[src/design/cbm_pkg.sv]
`timescale 1ns / 1ps
`default_nettype none

package cbm_pkg;

  // Request codes
  localparam logic [2:0] REQ_TICK      = 3'd0;
  localparam logic [2:0] REQ_PRG_READ  = 3'd1;
  localparam logic [2:0] REQ_PRG_WRITE = 3'd2;
  localparam logic [2:0] REQ_CHR_READ  = 3'd3;
  localparam logic [2:0] REQ_CHR_WRITE = 3'd4;

  // Target memory codes
  localparam logic [2:0] TGT_NONE    = 3'd0;
  localparam logic [2:0] TGT_WRAM    = 3'd1;
  localparam logic [2:0] TGT_PRG_ROM = 3'd2;
  localparam logic [2:0] TGT_CHR_RAM = 3'd3;
  localparam logic [2:0] TGT_CHR_ROM = 3'd4;
  localparam logic [2:0] TGT_NT_RAM  = 3'd5;

  // Configuration register indexes
  localparam logic [1:0] CFG_HAS_PRG_RAM = 2'd0;
  localparam logic [1:0] CFG_HAS_CHR_RAM = 2'd1;
  localparam logic [1:0] CFG_HAS_EEPROM  = 2'd2;

  localparam int unsigned CFG_INDEX_W = 2;
  localparam int unsigned CFG_DATA_W  = 1;

  typedef struct packed {
    logic has_prg_ram;
    logic has_chr_ram;
    logic has_eeprom;
  } cbm_cfg_t;

  typedef struct packed {
    logic [2:0]  target;
    logic [18:0] mapped_address;
    logic [7:0]  read_data;
    logic        irq_line;
    logic        eeprom_scl;
    logic        eeprom_sda_out;
    logic        eeprom_strobe;
  } cbm_result_t;

endpackage

`default_nettype wire

[src/design/cbm_req_if.sv]
`timescale 1ns / 1ps
`default_nettype none

interface cbm_req_if;
  logic        valid;
  logic        ready;
  logic [2:0]  req_type;
  logic [15:0] bus_address;
  logic [7:0]  data_in;
  logic        eeprom_sda_in;

  modport source (
    output valid, req_type, bus_address, data_in, eeprom_sda_in,
    input  ready
  );

  modport sink (
    input  valid, req_type, bus_address, data_in, eeprom_sda_in,
    output ready
  );
endinterface

`default_nettype wire

[src/design/cbm_rsp_if.sv]
`timescale 1ns / 1ps
`default_nettype none

interface cbm_rsp_if;
  logic        valid;
  logic        ready;
  logic [2:0]  target;
  logic [18:0] mapped_address;
  logic [7:0]  read_data;
  logic        irq_line;
  logic        eeprom_scl;
  logic        eeprom_sda_out;
  logic        eeprom_strobe;

  modport source (
    output valid, target, mapped_address, read_data, irq_line,
           eeprom_scl, eeprom_sda_out, eeprom_strobe,
    input  ready
  );

  modport sink (
    input  valid, target, mapped_address, read_data, irq_line,
           eeprom_scl, eeprom_sda_out, eeprom_strobe,
    output ready
  );
endinterface

`default_nettype wire

[src/design/cbm_core.sv]
`timescale 1ns / 1ps
`default_nettype none

module cbm_core
  import cbm_pkg::*;
(
  input  wire logic        clk,
  input  wire logic        rst,
  input  wire cbm_cfg_t    cfg,
  input  wire logic        fire,
  input  wire logic [2:0]  req_type,
  input  wire logic [15:0] bus_address,
  input  wire logic [7:0]  data_in,
  input  wire logic        eeprom_sda_in,
  output cbm_result_t      res
);

  localparam logic [3:0] SEL_PRG_BANK   = 4'h8;
  localparam logic [3:0] SEL_MIRROR     = 4'h9;
  localparam logic [3:0] SEL_IRQ_CTRL   = 4'hA;
  localparam logic [3:0] SEL_RELOAD_LO  = 4'hB;
  localparam logic [3:0] SEL_RELOAD_HI  = 4'hC;
  localparam logic [3:0] SEL_EEPROM     = 4'hD;

  localparam logic [1:0] MIR_VERTICAL   = 2'd0;
  localparam logic [1:0] MIR_HORIZONTAL = 2'd1;
  localparam logic [1:0] MIR_SINGLE_LO  = 2'd2;

  logic [7:0]  chr_bank [8];
  logic [3:0]  prg_bank;
  logic [3:0]  prg_outer;
  logic [1:0]  mirror_mode;
  logic        ram_enabled;
  logic        irq_enabled;
  logic [15:0] irq_count;
  logic [15:0] irq_reload;
  logic        irq_asserted;
  logic [1:0]  eeprom_lines;

  logic [7:0]  chr_bank_next [8];
  logic [3:0]  prg_bank_next;
  logic [3:0]  prg_outer_next;
  logic [1:0]  mirror_mode_next;
  logic        ram_enabled_next;
  logic        irq_enabled_next;
  logic [15:0] irq_count_next;
  logic [15:0] irq_reload_next;
  logic        irq_asserted_next;
  logic [1:0]  eeprom_lines_next;

  logic        ram_on;
  logic        in_ram_win;
  logic        in_rom;
  logic [3:0]  sel;
  logic [3:0]  bank_lo;
  logic        bank_hi;
  logic [10:0] nt_addr;

  assign ram_on     = cfg.has_prg_ram & ram_enabled;
  assign in_ram_win = (bus_address[15:13] == 3'b011);
  assign in_rom     = bus_address[15];
  assign sel        = bus_address[3:0];
  assign bank_lo    = bus_address[14] ? 4'hF : prg_bank;
  assign bank_hi    = cfg.has_chr_ram & (|prg_outer);

  always_comb begin
    case (mirror_mode)
      MIR_VERTICAL:   nt_addr = {bus_address[10], bus_address[9:0]};
      MIR_HORIZONTAL: nt_addr = {bus_address[11], bus_address[9:0]};
      MIR_SINGLE_LO:  nt_addr = {1'b0, bus_address[9:0]};
      default:        nt_addr = {1'b1, bus_address[9:0]};
    endcase
  end

  always_comb begin
    chr_bank_next     = chr_bank;
    prg_bank_next     = prg_bank;
    prg_outer_next    = prg_outer;
    mirror_mode_next  = mirror_mode;
    ram_enabled_next  = ram_enabled;
    irq_enabled_next  = irq_enabled;
    irq_count_next    = irq_count;
    irq_reload_next   = irq_reload;
    irq_asserted_next = irq_asserted;
    eeprom_lines_next = eeprom_lines;
    res               = '0;

    case (req_type)
      REQ_TICK: begin
        if (irq_enabled) begin
          irq_count_next = irq_count - 16'd1;
          // wrap from zero raises the interrupt and stops the count
          if (irq_count == 16'h0000) begin
            irq_asserted_next = 1'b1;
            irq_enabled_next  = 1'b0;
          end
        end
      end
      REQ_PRG_READ: begin
        if (in_rom) begin
          res.target         = TGT_PRG_ROM;
          res.mapped_address = {bank_hi, bank_lo, bus_address[13:0]};
        end else if (in_ram_win && ram_on) begin
          res.target         = TGT_WRAM;
          res.mapped_address = {6'd0, bus_address[12:0]};
        end else begin
          res.read_data = data_in;
          if (in_ram_win && cfg.has_eeprom) begin
            res.read_data[4] = eeprom_sda_in;
          end
        end
      end
      REQ_PRG_WRITE: begin
        if (in_ram_win && ram_on) begin
          res.target         = TGT_WRAM;
          res.mapped_address = {6'd0, bus_address[12:0]};
        end else if (in_rom) begin
          if (sel == SEL_EEPROM) begin
            if (cfg.has_eeprom) begin
              eeprom_lines_next = {data_in[6], data_in[5]};
              res.eeprom_strobe = 1'b1;
            end
            ram_enabled_next = data_in[5];
          end else if (!sel[3]) begin
            chr_bank_next[sel[2:0]] = data_in;
            if (!sel[2]) begin
              prg_outer_next[sel[1:0]] = data_in[0];
            end
          end else begin
            case (sel)
              SEL_PRG_BANK: prg_bank_next    = data_in[3:0];
              SEL_MIRROR:   mirror_mode_next = data_in[1:0];
              SEL_IRQ_CTRL: begin
                irq_enabled_next  = data_in[0];
                irq_count_next    = irq_reload;
                irq_asserted_next = 1'b0;
              end
              SEL_RELOAD_LO: irq_reload_next = {irq_reload[15:8], data_in};
              SEL_RELOAD_HI: irq_reload_next = {data_in, irq_reload[7:0]};
              default: ;
            endcase
          end
        end
      end
      REQ_CHR_READ, REQ_CHR_WRITE: begin
        if (bus_address[13]) begin
          res.target         = TGT_NT_RAM;
          res.mapped_address = {8'd0, nt_addr};
        end else if (cfg.has_chr_ram) begin
          res.target         = TGT_CHR_RAM;
          res.mapped_address = {6'd0, bus_address[12:0]};
        end else if (req_type == REQ_CHR_READ) begin
          res.target         = TGT_CHR_ROM;
          res.mapped_address = {1'b0, chr_bank[bus_address[12:10]], bus_address[9:0]};
        end
      end
      default: ;
    endcase

    res.irq_line       = irq_asserted_next;
    res.eeprom_scl     = eeprom_lines_next[0];
    res.eeprom_sda_out = eeprom_lines_next[1];
  end

  always_ff @(posedge clk) begin
    if (rst) begin
      for (int i = 0; i < 8; i++) begin
        chr_bank[i] <= '0;
      end
      prg_bank     <= '0;
      prg_outer    <= '0;
      mirror_mode  <= '0;
      ram_enabled  <= 1'b0;
      irq_enabled  <= 1'b0;
      irq_count    <= '0;
      irq_reload   <= '0;
      irq_asserted <= 1'b0;
      eeprom_lines <= '0;
    end else if (fire) begin
      chr_bank     <= chr_bank_next;
      prg_bank     <= prg_bank_next;
      prg_outer    <= prg_outer_next;
      mirror_mode  <= mirror_mode_next;
      ram_enabled  <= ram_enabled_next;
      irq_enabled  <= irq_enabled_next;
      irq_count    <= irq_count_next;
      irq_reload   <= irq_reload_next;
      irq_asserted <= irq_asserted_next;
      eeprom_lines <= eeprom_lines_next;
    end
  end

endmodule

`default_nettype wire

[src/design/cartridge_bank_mapper_irq_top.sv]
`timescale 1ns / 1ps
`default_nettype none

// Cartridge mapper: bank switching, IRQ down-counter and EEPROM line port.
// req channel: one item per CPU tick or bus access (req_type, bus_address,
//   data_in, eeprom_sda_in). rsp channel: one item per request with the
//   target memory, translated address, read data and the IRQ and EEPROM
//   line levels after that request.
// Configuration: cfg_write with cfg_index/cfg_data sets has_prg_ram,
//   has_chr_ram and has_eeprom; write only while no item is in flight.
// Output: results are registered in the result register, or in the skid
//   buffer when it is full and not popped. Throughput: one item per cycle
//   while the skid buffer is empty; state updates and address translation
//   happen in the accept cycle, set by the register write plus decode path.
// Stall: a result register and a one-entry skid buffer hold results;
//   req.ready drops only while both are full.
// Reset (rst, synchronous): clears all mapper registers, the IRQ counter,
//   the EEPROM lines, the configuration and both output entries.

module cartridge_bank_mapper_irq_top
  import cbm_pkg::*;
(
  input  wire logic                   clk,
  input  wire logic                   rst,
  input  wire logic                   cfg_write,
  input  wire logic [CFG_INDEX_W-1:0] cfg_index,
  input  wire logic [CFG_DATA_W-1:0]  cfg_data,
  cbm_req_if.sink                     req,
  cbm_rsp_if.source                   rsp
);

  cbm_cfg_t    cfg;
  cbm_result_t res;
  cbm_result_t out_data;
  cbm_result_t skid_data;
  logic        out_valid;
  logic        skid_valid;
  logic        fire;
  logic        pop;

  assign req.ready = !skid_valid;
  assign fire      = req.valid && !skid_valid;
  assign pop       = out_valid && rsp.ready;

  always_ff @(posedge clk) begin
    if (rst) begin
      cfg <= '0;
    end else if (cfg_write) begin
      case (cfg_index)
        CFG_HAS_PRG_RAM: cfg.has_prg_ram <= cfg_data[0];
        CFG_HAS_CHR_RAM: cfg.has_chr_ram <= cfg_data[0];
        CFG_HAS_EEPROM:  cfg.has_eeprom  <= cfg_data[0];
        default: ;
      endcase
    end
  end

  cbm_core u_core (
    .clk           (clk),
    .rst           (rst),
    .cfg           (cfg),
    .fire          (fire),
    .req_type      (req.req_type),
    .bus_address   (req.bus_address),
    .data_in       (req.data_in),
    .eeprom_sda_in (req.eeprom_sda_in),
    .res           (res)
  );

  always_ff @(posedge clk) begin
    if (rst) begin
      out_valid  <= 1'b0;
      skid_valid <= 1'b0;
    end else if (skid_valid) begin
      // drain the skid entry into the result register
      if (pop) begin
        out_data   <= skid_data;
        skid_valid <= 1'b0;
      end
    end else if (fire) begin
      if (!out_valid || pop) begin
        out_data  <= res;
        out_valid <= 1'b1;
      end else begin
        skid_data  <= res;
        skid_valid <= 1'b1;
      end
    end else if (pop) begin
      out_valid <= 1'b0;
    end
  end

  assign rsp.valid          = out_valid;
  assign rsp.target         = out_data.target;
  assign rsp.mapped_address = out_data.mapped_address;
  assign rsp.read_data      = out_data.read_data;
  assign rsp.irq_line       = out_data.irq_line;
  assign rsp.eeprom_scl     = out_data.eeprom_scl;
  assign rsp.eeprom_sda_out = out_data.eeprom_sda_out;
  assign rsp.eeprom_strobe  = out_data.eeprom_strobe;

endmodule

`default_nettype wire
[src/flat_wrapper.sv]
// flat-port wrapper written by rule: the top's interface ports become plain ports
module cartridge_bank_mapper_irq_top_flat import cbm_pkg::*;
  (clk, rst, cfg_write, cfg_index, cfg_data, req_valid, req_req_type, req_bus_address, req_data_in, req_eeprom_sda_in, req_ready, rsp_valid, rsp_target, rsp_mapped_address, rsp_read_data, rsp_irq_line, rsp_eeprom_scl, rsp_eeprom_sda_out, rsp_eeprom_strobe, rsp_ready);
  cbm_req_if req_i ();
  cbm_rsp_if rsp_i ();
  input  wire logic clk;
  input  wire logic rst;
  input  wire logic cfg_write;
  input  wire logic [CFG_INDEX_W-1:0] cfg_index;
  input  wire logic [CFG_DATA_W-1:0] cfg_data;
  input wire logic [$bits(req_i.valid)-1:0] req_valid;
  input wire logic [$bits(req_i.req_type)-1:0] req_req_type;
  input wire logic [$bits(req_i.bus_address)-1:0] req_bus_address;
  input wire logic [$bits(req_i.data_in)-1:0] req_data_in;
  input wire logic [$bits(req_i.eeprom_sda_in)-1:0] req_eeprom_sda_in;
  output wire logic [$bits(req_i.ready)-1:0] req_ready;
  output wire logic [$bits(rsp_i.valid)-1:0] rsp_valid;
  output wire logic [$bits(rsp_i.target)-1:0] rsp_target;
  output wire logic [$bits(rsp_i.mapped_address)-1:0] rsp_mapped_address;
  output wire logic [$bits(rsp_i.read_data)-1:0] rsp_read_data;
  output wire logic [$bits(rsp_i.irq_line)-1:0] rsp_irq_line;
  output wire logic [$bits(rsp_i.eeprom_scl)-1:0] rsp_eeprom_scl;
  output wire logic [$bits(rsp_i.eeprom_sda_out)-1:0] rsp_eeprom_sda_out;
  output wire logic [$bits(rsp_i.eeprom_strobe)-1:0] rsp_eeprom_strobe;
  input wire logic [$bits(rsp_i.ready)-1:0] rsp_ready;
  assign req_i.valid = req_valid;
  assign req_i.req_type = req_req_type;
  assign req_i.bus_address = req_bus_address;
  assign req_i.data_in = req_data_in;
  assign req_i.eeprom_sda_in = req_eeprom_sda_in;
  assign req_ready = req_i.ready;
  assign rsp_valid = rsp_i.valid;
  assign rsp_target = rsp_i.target;
  assign rsp_mapped_address = rsp_i.mapped_address;
  assign rsp_read_data = rsp_i.read_data;
  assign rsp_irq_line = rsp_i.irq_line;
  assign rsp_eeprom_scl = rsp_i.eeprom_scl;
  assign rsp_eeprom_sda_out = rsp_i.eeprom_sda_out;
  assign rsp_eeprom_strobe = rsp_i.eeprom_strobe;
  assign rsp_i.ready = rsp_ready;
  cartridge_bank_mapper_irq_top u_core (.clk(clk), .rst(rst), .cfg_write(cfg_write), .cfg_index(cfg_index), .cfg_data(cfg_data), .req(req_i), .rsp(rsp_i));
endmodule
[config.mk]
export PLATFORM = sky130hd
export DESIGN_NAME = cartridge_bank_mapper_irq_top_flat
export DESIGN_NICKNAME = d
export VERILOG_FILES = /design/src/design/cbm_pkg.sv /design/src/design/cbm_req_if.sv /design/src/design/cbm_rsp_if.sv /design/src/design/cbm_core.sv /design/src/design/cartridge_bank_mapper_irq_top.sv /design/src/flat_wrapper.sv
export SDC_FILE = /design/constraint.sdc
export NUM_CORES = 1
export LEC_CHECK = 0
export CAP_MARGIN = 10
export CORE_UTILIZATION = 35
export DETAILED_ROUTE_END_ITERATION = 16
export DONT_BUFFER_PORTS = 1
export PLACE_DENSITY = 0.58
export SLEW_MARGIN = 10
export SYNTH_ARGS = -nofsm -noshare
export SYNTH_HDL_FRONTEND = slang
export SYNTH_SLANG_ARGS = --single-unit
export TNS_END_PERCENT = 5
[constraint.sdc]
create_clock -name clk -period 10.9 [get_ports clk]
set_input_delay 1.09 -clock clk [delete_from_list [all_inputs] [get_ports clk]]
set_output_delay 1.09 -clock clk [all_outputs]
set_load 0.03 [all_outputs]
* Yosys cells after proc, flatten, opt, wreduce, memory -nomap -nowiden
Cells that the tools add are included.
** Word-level totals
- Register bits :: 184
- Input bits :: 36
- Logic and storage cells :: 179
** Cells by class
- Add/subtract/negate cells :: 1
- $lt $le $gt $ge :: 5
- Eq/ne operators :: 23
- Muxes and demuxes :: 66
- Bitwise logic cells :: 13
- Reductions and logical operators :: 34
** Operators by type and width (count)
- two-way mux 34 bit :: 4
- two-way mux 16 bit :: 6
- two-way mux 22 bit :: 4
- one-hot mux 22 bit (3 select lines) :: 1
- bitwise mux 64 bit :: 1
- one-hot mux 16 bit (2 select lines) :: 2
- two-way mux 8 bit :: 6
- one-hot mux 11 bit (3 select lines) :: 1
- two-way mux 1 bit :: 28
- AND reduction 7 bit :: 4
- binary-select mux 8 bit (select 3 bit) :: 1
- demux 8 bit (select 3 bit) :: 1
- == test 4 bit (second input constant) :: 6
- AND reduction 8 bit :: 3
- two-way mux 20 bit :: 1
- zero test 16 bit :: 1
- subtractor 16 x 1 -> 16 bit (second input constant) :: 1
- inequality test 2 bit (second input constant) :: 6
- two-way mux 2 bit :: 5
- == test 3 x 2 -> 1 bit (second input constant) :: 3
- NOT 1 bit :: 9
- greater-or-equal comparator 4 bit (second input constant) :: 2
- NOT 3 -> 4 bit :: 2
- AND reduction 4 bit :: 2
- 25 further kinds :: 42

* Longest topological paths before layout
- Word-level depth :: 11
- Gate-level depth with buffers :: 8
- Gate-level depth less buffers :: 7

* Modules after synthesis
Synthesis repeated with hierarchy kept, for this count alone.
** Second synthesis, totals
- Cells, all modules :: 810
- Area total of the unflattened synthesis :: 8371.8 um2
** By module, submodules not included
- cbm_core :: times used 1, cells each 678, area an instance 5612.9 um2, sequential area each 2222.1 um2
- cartridge_bank_mapper_irq_top :: times used 1, cells each 132, area an instance 2758.9 um2, sequential area each 2142.1 um2

* Worst setup path before layout
OpenSTA, ideal clock, no wires.
- Kind :: input port to flip-flop
- From :: in rst
- To :: reg u_core.skid_data[0] (netlist bit) (enable)
- Library setup time :: 0.523 ns
- Arrival :: 5.033 ns
- Data required time :: 10.377 ns
- Slack :: 5.344 ns
- Stages on the path :: 3
- Buffers on the path :: 2
- Cell sequence :: clkbuf_1 > clkbuf_1 > nor4b_1
** Between the ends
- Word-level cells in the longest chain between the ends :: 2
** RTL lines
- start, declared :: line flat_wrapper.sv:7 : input wire logic rst;
- NOT 1 bit (no source line)
- AND reduction 4 bit (no source line)
- end signal, assigned :: line cartridge_bank_mapper_irq_top.sv:85 : skid_data <= res;
- end, declared :: line cartridge_bank_mapper_irq_top.sv:35 : cbm_result_t skid_data;
Every way passes these cells.
A chain may end at the register's enable or synchronous reset.

* Final worst setup path
- From :: reg u_core.skid_valid
- To :: out req_ready
** Between the ends
- Word-level cells in the longest chain between the ends :: 1
** RTL lines
- start, declared :: line cartridge_bank_mapper_irq_top.sv:37 : logic skid_valid;
- start signal, assigned :: line cartridge_bank_mapper_irq_top.sv:73 : skid_valid <= 1'b0;
- start signal, assigned :: line cartridge_bank_mapper_irq_top.sv:78 : skid_valid <= 1'b0;
- start signal, assigned :: line cartridge_bank_mapper_irq_top.sv:86 : skid_valid <= 1'b1;
- zero test 1 bit :: line cartridge_bank_mapper_irq_top.sv:41 : assign req.ready = !skid_valid;
- end, declared :: line flat_wrapper.sv:16 : output wire logic [$bits(req_i.ready)-1:0] req_ready;
Every way passes these cells.

==> Flow_metrics.wiki <==
{| class="wikitable"
! Metric !! Value
|-
| Unrepaired setup endpoints after global routing || no
|-
| Final Cell Area || 0.00903 mm2
|-
| Share of the yosys chip area belonging to registers || 53.1%
|-
| Clock net sink count || 184
|-
| Total net switching power || 329 uW
|-
| Post-route DRC || 0
|-
| Vias in the first global route || 5,339
|-
| Instance area at placement || 0.00847 mm2
|-
| Total wirelength of the detailed-routed design || 18,900 um
|-
| Total nets after synthesis || 830
|-
| Pwr dens || 152 mW/mm2
|-
| Flops & latches, synth || 184
|-
| Part of the total power dissipated in the clock network || 42.7%
|-
| Worst setup path category || flop to output port
|-
| Clock tree buffer depth || 2
|-
| Peak ir drop on the vdd network || 0.132 mV
|-
| Deepest level of the CTS H-tree || 4
|-
| Reg-to-reg slack, setup || 8330 ps
|-
| Hold endpoint || u_core.u_core.prg_bank[2]$_SDFFE_PP0P_
|-
| Routed length per instance || 17.3 um
|-
| Arrival @ worst endpoint || 1860 ps
|-
| Final setup margin || 7950 ps
|-
| Vertical extent of the die || 155 um
|-
| Maximum clock skew at final layout || 8.50 ps
|-
| Count of pins over their slew limit || 0
|-
| Post-detailed-route count of antenna-violating nets || 0
|-
| Number of clock buffers inserted by TritonCTS || 17
|-
| Final total negative setup slack || 0 ps
|-
| Area Overhead vs Synth || 9.88%
|-
| Hold depth || 2
|-
| Area of the core || 0.0228 mm2
|-
| Area share of the largest cell type after synthesis || 28.2%
|-
| Count of inserted antenna diode cells || 0
|-
| Syn avg cell area || 10.4 um2
|-
| Unique masters post-synth || 55
|-
| Cell types with the highest counts after synthesis || sky130_fd_sc_hd__dfxtp_1, sky130_fd_sc_hd__nor2_1, sky130_fd_sc_hd__nand2_1, sky130_fd_sc_hd__edfxtp_1, sky130_fd_sc_hd__mux2i_1
|-
| Count of mapped cells out of synthesis || 793
|-
| Post-DP HPWL || 12,600 um
|-
| Buffers added on ports || 0
|-
| Largest net degree at the start of global routing || 125
|-
| Worst-skew pair later-pin latency || 440 ps
|-
| Initial DRC count || 521
|-
| Capture point of the worst reg-to-reg path || u_core.u_core.chr_bank[1]$_SDFFE_PP0P_
|-
| Largest cells by area after synthesis || sky130_fd_sc_hd__dfxtp_1, sky130_fd_sc_hd__edfxtp_1, sky130_fd_sc_hd__mux2i_1
|-
| Proportion of power drawn by flip-flops and latches || 53.9%
|-
| Worst min-delay path startpoint || u_core.u_core.prg_bank[2]$_SDFFE_PP0P_
|-
| Via density per instance || 5.22
|-
| Non-filler cells, final || 1,088
|-
| Hold-fix buffer count after cts || 0
|-
| Number of enable-type register cells in the synthesized netlist || 68
|-
| Final period utilization || 27.0%
|-
| Most frequent cell after synthesis || sky130_fd_sc_hd__dfxtp_1
|-
| Pre-CTS setup slack || 7680 ps
|-
| Overall die width || 155 um
|-
| Effective utilization at floorplan || 36.0%
|-
| Global router's overall resource usage || 16.3%
|-
| Post-layout minimum cycle time || 2950 ps
|-
| Min-Delay Path Class || flop to flop
|-
| Max-capacitance violation count || 0
|-
| Count of cells along the worst register-to-register path || 5
|-
| Reg-to-Reg Start || u_core.skid_valid$_SDFF_PP0_
|-
| Leftover overflow at the end of global routing || 0
|-
| Maximum operating frequency || 339 MHz
|-
| Number of placed instances, taps included || 1,056
|-
| Root buffer selected by CTS || sky130_fd_sc_hd__clkbuf_16
|-
| Clock tree from TritonCTS || done
|-
| Placement row count || 55
|-
| Switching Fraction || 23.9%
|-
| Element type at the critical path start || flop
|-
| CTS clock-pin slew for the worst setup and hold paths || 70 ps
|-
| Layout cell share with drive strength beyond 1 || 13.0%
|-
| Minimum hold slack || 456 ps
|-
| Async set-or-reset flop fraction in the synthesized netlist || 0%
|-
| Static leakage || 0.00325 uW
|-
| Largest fanout on the critical path || 25
|-
| Transition time at the pin with the least slew margin || 983 ps
|-
| Required time worst endpoint || 9810 ps
|-
| Critical Path End Type || output port
|-
| Placer's final routability congestion estimate || 0.793
|-
| Count of final setup violators || 0
|-
| Total number of vias || 5,682
|-
| Area of the die || 0.0241 mm2
|-
| Headroom to the max-slew limit || 34.2%
|-
| Most common flop cell mapped by yosys || sky130_fd_sc_hd__dfxtp_1
|-
| Number of antenna violations at the first check in global routing || 0
|-
| Synthesized cell area || 0.00822 mm2
|-
| Run status || completed
|-
| Endpoints failing hold || 0
|-
| Combinational Power Share || 3.4%
|-
| Post-CTS repair timing setup buffer count || 0
|-
| Global-route wire length before repair || 30,200 um
|-
| Drt pass-1 iters || 5
|-
| Top-level port count || 72
|-
| Design internal power || 1040 uW
|-
| Area leader, netlist || sky130_fd_sc_hd__dfxtp_1
|-
| CTS-repair resized insts || 0
|-
| Syn. warnings || 0
|-
| Net count of the finished layout || 799
|}
[worst max-delay path by stage]
stage | from | to | slack, ps | cells after the start
floorplan | rst | u_core.skid_data[0]$_DFFE_PP_ | 5340 | 3
global placement | req_bus_address[1] | u_core.u_core.irq_reload[10]$_SDFFE_PP0P_ | 7800 | 5
detailed placement | req_bus_address[1] | u_core.u_core.irq_reload[12]$_SDFFE_PP0P_ | 7680 | 5
CTS | u_core.skid_valid$_SDFF_PP0_ | req_ready | 7910 | 2
global route | u_core.skid_valid$_SDFF_PP0_ | req_ready | 7840 | 2
finish | u_core.skid_valid$_SDFF_PP0_ | req_ready | 7950 | 2
[critical path, cell delays in order, from the launching register on]
cell and delay, ps:
sky130_fd_sc_hd__dfxtp_1 720, sky130_fd_sc_hd__inv_1 330, sky130_fd_sc_hd__buf_4 350
[cells by family (layout without fill, tap and decap cells)]
| group | count (synthesis) | in the layout | share of synthesized area [%] |
|---|---|---|---|
| and+or+nand+nor | 302 | 302 | 17.4 |
| xor gates and xnor gates | 1 | 1 | 0.107 |
| buffers and inverters | 63 | 45 | 3.03 |
| DFF | 184 | 184 | 53.1 |
| muxes | 115 | 115 | 17.0 |
| adders and majority gates | 1 | 1 | 0.152 |
| AOI/OAI and AO/OA | 127 | 127 | 9.22 |
[area by class of cell]
| class | count | area (um2) |
|---|---|---|
| Fill cell | 2236 | 13800 |
| Inverter | 7 | 26.3 |
| Timing Repair Buffer | 6 | 45.0 |
| Clock buffer | 17 | 425 |
| Clock inverter | 15 | 138 |
| Sequential cell | 184 | 4360 |
| Tap cell | 313 | 392 |
| Multi-Input combinational cell | 546 | 3640 |
[power groups by stage]
| stage | registers [uW] | clock network [uW] | logic (uW) |
|---|---|---|---|
| finish | 740 | 586 | 46.1 |
| global route | 741 | 626 | 51.5 |
| CTS | 740 | 600 | 46.6 |
| detailed placement | 756 | 0 | 46.2 |
| global placement | 756 | 0 | 45.9 |
| floorplan | 754 | 0 | 52.2 |
[sequential cells by signal, indices dropped and copies added, names as in the netlist, 4 cells and up]
name and cells:
u_core.rsp.mapped_address 19, u_core.rsp.read_data 8, u_core.skid_data 34, u_core.u_core.chr_bank 64, u_core.u_core.irq_count 16, u_core.u_core.irq_reload 16
u_core.u_core.prg_bank 4, u_core.u_core.prg_outer 4
[layout by cell type, fill, tap and decap left out, types with 4 or more instances in the layout]
master / n
sky130_fd_sc_hd__nand3b_1: 4
sky130_fd_sc_hd__clkinv_4: 4
sky130_fd_sc_hd__buf_4: 6
sky130_fd_sc_hd__o21ai_0: 26
sky130_fd_sc_hd__or3_1: 7
sky130_fd_sc_hd__nor2_1: 88
sky130_fd_sc_hd__dfxtp_1: 116
sky130_fd_sc_hd__edfxtp_1: 68
sky130_fd_sc_hd__inv_1: 7
sky130_fd_sc_hd__a21oi_1: 59
sky130_fd_sc_hd__o31ai_1: 8
sky130_fd_sc_hd__or4_1: 4
sky130_fd_sc_hd__nand2_1: 87
sky130_fd_sc_hd__clkbuf_16: 17
sky130_fd_sc_hd__nor2_2: 4
sky130_fd_sc_hd__mux2i_1: 63
sky130_fd_sc_hd__mux2_2: 36
sky130_fd_sc_hd__nor2b_1: 6
sky130_fd_sc_hd__nor3_1: 10
sky130_fd_sc_hd__nand3_1: 41
sky130_fd_sc_hd__o32ai_1: 4
sky130_fd_sc_hd__nand2b_1: 9
sky130_fd_sc_hd__mux4_2: 16
sky130_fd_sc_hd__and2_1: 19
[through the flow]
step	total power, uW	utilization, %
2_1_floorplan	806	-
3_3_place_gp	802	37.1
3_5_place_dp	802	37.1
4_1_cts	1390	39.5
5_1_grt	1420	39.5
6_report	1370	39.5
[layer usage]
metal  up-vias  track usage [%]  routed length [um]
li1       2790                -                   -
met1      2734             22.2                8930
met5         -                0                   0
met3        23             3.79                 946
met4         0             5.42                 280
met2       135             25.6                8710
No activity file was read; power rests on OpenSTA's default activity.
